==> src/rtl/core/cmpc_pkg.sv <==
package cmpc_pkg;

	typedef logic [1:0] cause_t;

	localparam cause_t CAUSE_NONE      = 2'd0;
	localparam cause_t CAUSE_MISMATCH  = 2'd1;
	localparam cause_t CAUSE_OVERFLOW  = 2'd2;
	localparam cause_t CAUSE_NO_MARKER = 2'd3;

	localparam logic [7:0] CENTER_RESET = 8'd99;

	typedef struct packed {
		logic   accepted;
		cause_t cause;
	} verdict_t;

endpackage

==> src/rtl/core/center_marked_palindrome_check_top.sv <==
// channel   | handshake              | payload
// ----------+------------------------+---------------------------
// in        | in_valid / in_stall    | symbol[7:0], last_symbol
// out       | out_valid / out_stall  | accepted, reject_cause[1:0]
// cfg       | cfg_wr_en              | cfg_wr_data[7:0] (center_symbol)
//
// one beat per cycle unless in_stall; a verdict is registered from its last beat
// the stack lives in a one-port-write, one-port-read memory of STACK_DEPTH bytes;
// the top entry is re-read every cycle at the next count, with a bypass after a push
// arst_n clears count, flags and the output stages; the memory is not cleared
// a two-entry output stage (register plus skid) keeps input flowing while out is stalled;
// in_stall rises only when both entries hold verdicts
module center_marked_palindrome_check_top #(
	parameter int STACK_DEPTH = 64
) (
	input  logic       clk,
	input  logic       arst_n,
	input  logic       cfg_wr_en,
	input  logic [7:0] cfg_wr_data,
	input  logic       in_valid,
	output logic       in_stall,
	input  logic [7:0] symbol,
	input  logic       last_symbol,
	output logic       out_valid,
	input  logic       out_stall,
	output logic       accepted,
	output logic [1:0] reject_cause
);

	localparam int CW = $clog2(STACK_DEPTH + 1);
	localparam int AW = (STACK_DEPTH > 1) ? $clog2(STACK_DEPTH) : 1;
	localparam logic [CW-1:0] FULL = CW'(STACK_DEPTH);
	localparam logic [CW-1:0] ONE  = CW'(1);

	logic [7:0]    center_q;
	logic [CW-1:0] count_q;
	logic          after_q;
	logic          mismatch_q;
	logic          overflow_q;

	logic [7:0]    mem [STACK_DEPTH];
	logic [7:0]    rd_q;
	logic [7:0]    fwd_q;
	logic          use_fwd_q;

	logic          skid_full_q;
	cmpc_pkg::verdict_t out_q;
	cmpc_pkg::verdict_t skid_q;

	logic          in_acc;
	logic [7:0]    tos;
	logic          is_mark;
	logic          full;
	logic          push;
	logic          pop;
	logic          ovf_hit;
	logic          mis_hit;
	logic          after_n;
	logic          mismatch_n;
	logic          overflow_n;
	logic [CW-1:0] cnt_step;
	logic [CW-1:0] cnt_next;
	logic [CW-1:0] rd_cnt;
	logic [CW-1:0] rd_cnt_m1;
	logic [AW-1:0] raddr;
	logic          res_valid;
	cmpc_pkg::verdict_t res;

	assign in_stall = skid_full_q;
	assign in_acc   = in_valid && !in_stall;
	assign tos      = use_fwd_q ? fwd_q : rd_q;
	assign is_mark  = (symbol == center_q);
	assign full     = (count_q == FULL);

	always_comb begin
		push    = !after_q && !is_mark && !full;
		ovf_hit = !after_q && !is_mark && full;
		pop     = after_q && (count_q != '0) && (tos == symbol);
		mis_hit = after_q && !pop;

		if (push) begin
			cnt_step = count_q + ONE;
		end else if (pop) begin
			cnt_step = count_q - ONE;
		end else begin
			cnt_step = count_q;
		end

		after_n    = after_q || is_mark;
		mismatch_n = mismatch_q || mis_hit;
		overflow_n = overflow_q || ovf_hit;

		if (overflow_n) begin
			res.cause = cmpc_pkg::CAUSE_OVERFLOW;
		end else if (!after_n) begin
			res.cause = cmpc_pkg::CAUSE_NO_MARKER;
		end else if (mismatch_n || (cnt_step != '0)) begin
			res.cause = cmpc_pkg::CAUSE_MISMATCH;
		end else begin
			res.cause = cmpc_pkg::CAUSE_NONE;
		end
		res.accepted = (res.cause == cmpc_pkg::CAUSE_NONE);

		cnt_next  = last_symbol ? '0 : cnt_step;
		rd_cnt    = in_acc ? cnt_next : count_q;
		rd_cnt_m1 = rd_cnt - ONE;
		raddr     = rd_cnt_m1[AW-1:0];
		res_valid = in_acc && last_symbol;
	end

	always_ff @(posedge clk or negedge arst_n) begin
		if (!arst_n) begin
			center_q <= cmpc_pkg::CENTER_RESET;
		end else if (cfg_wr_en) begin
			center_q <= cfg_wr_data;
		end
	end

	// string state
	always_ff @(posedge clk or negedge arst_n) begin
		if (!arst_n) begin
			count_q    <= '0;
			after_q    <= 1'b0;
			mismatch_q <= 1'b0;
			overflow_q <= 1'b0;
			use_fwd_q  <= 1'b0;
		end else begin
			use_fwd_q <= in_acc && push;
			if (in_acc) begin
				count_q    <= cnt_next;
				after_q    <= after_n && !last_symbol;
				mismatch_q <= mismatch_n && !last_symbol;
				overflow_q <= overflow_n && !last_symbol;
			end
		end
	end

	// stack memory, top re-read every cycle
	always_ff @(posedge clk) begin
		if (in_acc && push) begin
			mem[count_q[AW-1:0]] <= symbol;
		end
		rd_q  <= mem[raddr];
		fwd_q <= symbol;
	end

	// output register and skid
	always_ff @(posedge clk or negedge arst_n) begin
		if (!arst_n) begin
			out_valid   <= 1'b0;
			skid_full_q <= 1'b0;
		end else if (skid_full_q) begin
			if (!out_stall) begin
				skid_full_q <= 1'b0;
			end
		end else if (out_valid && out_stall) begin
			if (res_valid) begin
				skid_full_q <= 1'b1;
			end
		end else begin
			out_valid <= res_valid;
		end
	end

	always_ff @(posedge clk) begin
		if (skid_full_q) begin
			if (!out_stall) begin
				out_q <= skid_q;
			end
		end else if (out_valid && out_stall) begin
			if (res_valid) begin
				skid_q <= res;
			end
		end else if (res_valid) begin
			out_q <= res;
		end
	end

	assign accepted     = out_q.accepted;
	assign reject_cause = out_q.cause;

	a_skid_needs_out: assert property (@(posedge clk) disable iff (!arst_n)
		skid_full_q |-> out_valid)
		else $error("skid holds a verdict while out is empty");

	a_verdict_consistent: assert property (@(posedge clk) disable iff (!arst_n)
		out_valid |-> (accepted == (reject_cause == cmpc_pkg::CAUSE_NONE)))
		else $error("accepted disagrees with reject_cause");

	a_count_bound: assert property (@(posedge clk) disable iff (!arst_n)
		count_q <= FULL)
		else $error("stack count beyond depth");

	a_clear_after_last: assert property (@(posedge clk) disable iff (!arst_n)
		(in_acc && last_symbol) |=> (count_q == '0 && !after_q && !mismatch_q && !overflow_q))
		else $error("string state not cleared after last beat");

endmodule

==> config.mk <==
export PLATFORM = sky130hd
export DESIGN_NAME = center_marked_palindrome_check_top
export DESIGN_NICKNAME = d
export VERILOG_FILES = /design/src/rtl/core/cmpc_pkg.sv /design/src/rtl/core/center_marked_palindrome_check_top.sv
export SDC_FILE = /design/constraint.sdc
export NUM_CORES = 1
export LEC_CHECK = 0
export BUFFER_PORTS_ARGS = -buffer_cell sky130_fd_sc_hd__buf_2
export CORE_MARGIN = 2
export CORE_UTILIZATION = 45
export DETAILED_ROUTE_END_ITERATION = 6
export RECOVER_POWER = 100
export SLEW_MARGIN = 20
export SYNTH_ARGS = -nofsm -noshare
export SYNTH_HDL_FRONTEND = slang
export SYNTH_SLANG_ARGS = --single-unit
==> constraint.sdc <==
create_clock -name clk -period 4.25 [get_ports clk]
set_clock_uncertainty 0.2 [all_clocks]
set_input_delay 0.85 -clock clk [delete_from_list [all_inputs] [get_ports clk]]
set_output_delay 0.85 -clock clk [all_outputs]
set_load 0.01 [all_outputs]
==> summary.md <==
| Metric | Value |
|---|---|
| Power density over cell area | slightly below 600 nW/um^2 |
| CTS tree | yes |
| RSZ-0062 raised after global routing | yes |
| Synth Area per Inst | 21.5 um^2 |
| Min Hold Slack | 0.260 ns |
| Vias in the first global route | 11,400 |
| Detail Route met3 WL | 2.98 mm |
| Slew @ Worst Pin | 2.97 ns |
| GR Util All Layers | a little over a fifth |
| Finished Cell Area | 26,800 um^2 |
| Layout Utilization | 55.0% |
| Final RePlAce weighted congestion | 0.845 |
| Wl on met1 | roughly 22 mm |
| Outcome | finished, violations left |
| Crit Path Class | reg2reg |
| Die height | around 230 um |
| Worst rel slew slack | -97.9% |
| Area growth from synthesis to layout | 21.4% |
| Final Hold Fails | 0 |
| Antenna Nets Post-Route | 0 |
| Syn Inst Count | 1,024 |
| # clock sinks | ~560 |
| Uppermost layer routed | met4 |
| Post-synth EDFFs | 518 |
| DR vias | about 11,000 |
| Initial cell density of the core | 45.3% |
| # setup viols final | 8 |
| Reg clk slew, reported paths | about 0.06 ns |
| Fin crit period | 4.35 ns |
| Nets | approximately 1,300 |
| Critical-path maximum fanout | 7 |
| First-pass GRT wire length | 78.3 mm |
| YS warnings | 0 |
| WP data required | 4.56 ns |
| Lkg Pwr | around 9 nW |
| Max-slew violation count | between 400 and 500 |
| Drc violations | 0 |
| Netlist cell types | 64 |
| Startpoint Class | flip-flop |
| Drt pass-1 iters | 7 |
| Dpl cell area | 24,200 um^2 |
| Setup TNS Final | -0.582 ns |
| Failing checks | capacitance limit, slew limit, setup timing |
| Io pins | 27 |
| Fin crit share | 102% |
| Routed len/inst | 27.3 um |
| Grt ovf | 0 |
| Layout cells sized above 1 | 38.5% |
| Port Buf Inserts | 26 |
| Peak VDD IR | 0.352 mV |
| Max clock buf depth | 3 |
| Total power | 0.0160 W |
| R2r setup slk | -0.1 ns |
| Largest net degree at the start of global routing | 66 |
| Clock root buffer | clkbuf_16 |
| FF+latch count, synth | 555 |
| Fmax | between 200 and 250 MHz |
| Num rows | 81 |
| Worst skew pair latency | between 0.6 and 0.7 ns |
| Syn Std Cell Area | 22,100 um^2 |
| H-tree depth | 2 |
| Vias per std cell | 5.72 |
| Initial antenna violation count | 0 |
| Sequential fraction of the synthesis area | 74.4% |
| Core area | 48,600 um^2 |
| Initial drt markers | 1,181 |
| HP Class | in2reg |
| Post-synth ARST share | 3.78% |
| Final worst slack | -0.0988 ns |
| Syn_nets | ~1,000 |
| Post-detail-place hpwl | 34.0 mm |
| DR WL met2 | 26.0 mm |
| Critical path endpoint category | flip-flop |
| Die X | 225 um |
| Cts bufs inserted | 56 |
| Diode count | 0 |
| Max Cap Viol | 8 |
| Post-synth top flop | edfxtp_1 |
| Worst EP arrival | between 4 and 5 ns |
| Full die area | 50,800 um^2 |
| Post-Route WL | 52.9 mm |
## cell usage in the layout (no fill, tap or decap), drive strengths merged, types with 4 or more instances in the layout
master	count
mux2	11
o31ai	4
mux2i	9
clkbuf	94
a21oi	4
nand4	5
nor3	5
or2	4
xor2	12
a22oi	16
dfxtp	16
mux4	160
clkinv	24
dfstp	4
or3	4
dfrtp	17
buf	207
nand3b	4
edfxtp	518
nand2	20
bufinv	6
o21ai	7
nor2	87
nand3	7
xnor2	13
inv	11
## sequential cells by signal, summed over array words and instances (netlist names)
| register | flops |
|---|---|
| use_fwd_q | 1 |
| center_q | 8 |
| fwd_q | 8 |
| mem | 512 |
| in_stall | 1 |
| reject_cause | 2 |
| overflow_q | 1 |
| count_q | 7 |
| out_valid | 1 |
| rd_q | 8 |
| skid_q | 3 |
| mismatch_q | 1 |
| accepted | 1 |
| after_q | 1 |
## layout make-up
cell class,instances,area (um^2)
Clock buffer,71,1490
Clock inverter,34,334
Fill cell,3686,21900
Inverter,10,45.0
Multi-Input combinational cell,410,5440
Sequential cell,555,16400
Tap cell,622,778
Timing Repair Buffer,234,2280
## what timing repair did
action,in CTS,in global routing
resized for setup,37,27
hold buffers,1,0
gates cloned,9,0
buffers inserted,24,7
setup endpoints to repair,8,8
pin swaps,21,13
hold endpoints to repair,17,0
## per-layer routing
metal	vias up	global-route usage, %
li1	4758	-
met4	0	7.03
met2	374	35.1
met5	-	0
met3	78	3.31
met1	5862	30.6
## cell families (layout without fill, tap and decap cells)
group                      Yosys count  in the layout  synth area share, %
AOI/OAI and AO/OA                   53             53                 1.90
xor gates and xnor gates            25             25                 1.08
DFF                                555            555                 74.4
muxes                              180            180                 17.6
buffers and inverters               59            349                 1.70
and+or+nand+nor                    149            149                 3.17
adders and majority gates            3              3                0.170
## worst max-delay path, stage by stage, from the launching register on
cell       delay [ns]
dfrtp_1          0.40
buf_12           0.14
buf_6            0.12
mux2i_4          0.18
xor2_2           0.24
nand4_1          0.17
or3_4            0.41
a221o_2          0.41
inv_8            0.09
buf_12           0.15
buf_16           0.15
bufbuf_16        0.28
mux4_2           0.50
mux4_2           0.54
a22oi_2          0.17
nand2_1          0.07
## synth_stat cells (11+ instances only)
| library cell | number | share of area (%) |
|---|---|---|
| a22oi_1 | 16 | 0.54 |
| edfxtp_1 | 518 | 71 |
| mux2_2 | 11 | 0.56 |
| nand2_1 | 20 | 0.34 |
| dfrtp_1 | 17 | 1.9 |
| dfxtp_1 | 16 | 1.5 |
| clkbuf_1 | 23 | 0.39 |
| mux4_2 | 144 | 15 |
| mux4_1 | 16 | 1.9 |
| xor2_1 | 11 | 0.44 |
| nor2_1 | 86 | 1.5 |
| xnor2_1 | 13 | 0.52 |
| buf_6 | 14 | 0.71 |
## stage by stage
step           std cells  setup slack [ns]
3_5_place_dp        1792            -0.618
2_1_floorplan       1024           0.00214
4_1_cts             1929            -0.176
6_report            1936           -0.0988
3_3_place_gp        1792            -0.634
5_1_grt             1936            -0.220
## worst paths after layout
check | startpoint | end | depth (start not counted)
worst max-delay path | use_fwd_q | rd_q[5] | 15
max in group asynchronous | arst_n | center_q[4] | 2
worst max register to register | use_fwd_q | rd_q[5] | 15
worst min-delay path | cfg_wr_data[7] | center_q[7] | 2
min in group asynchronous | arst_n | center_q[2] | 2
worst min register to register | center_q[7] | center_q[7] | 1
## report_power, final
| group | internal (W) | switching, W |
|---|---|---|
| clock network | 0.00284 | 0.00203 |
| registers | 0.00611 | 0.0000539 |
| logic | 0.00261 | 0.00235 |
| total | 0.0116 | 0.00443 |
No activity file was read; power rests on OpenSTA's default activity.
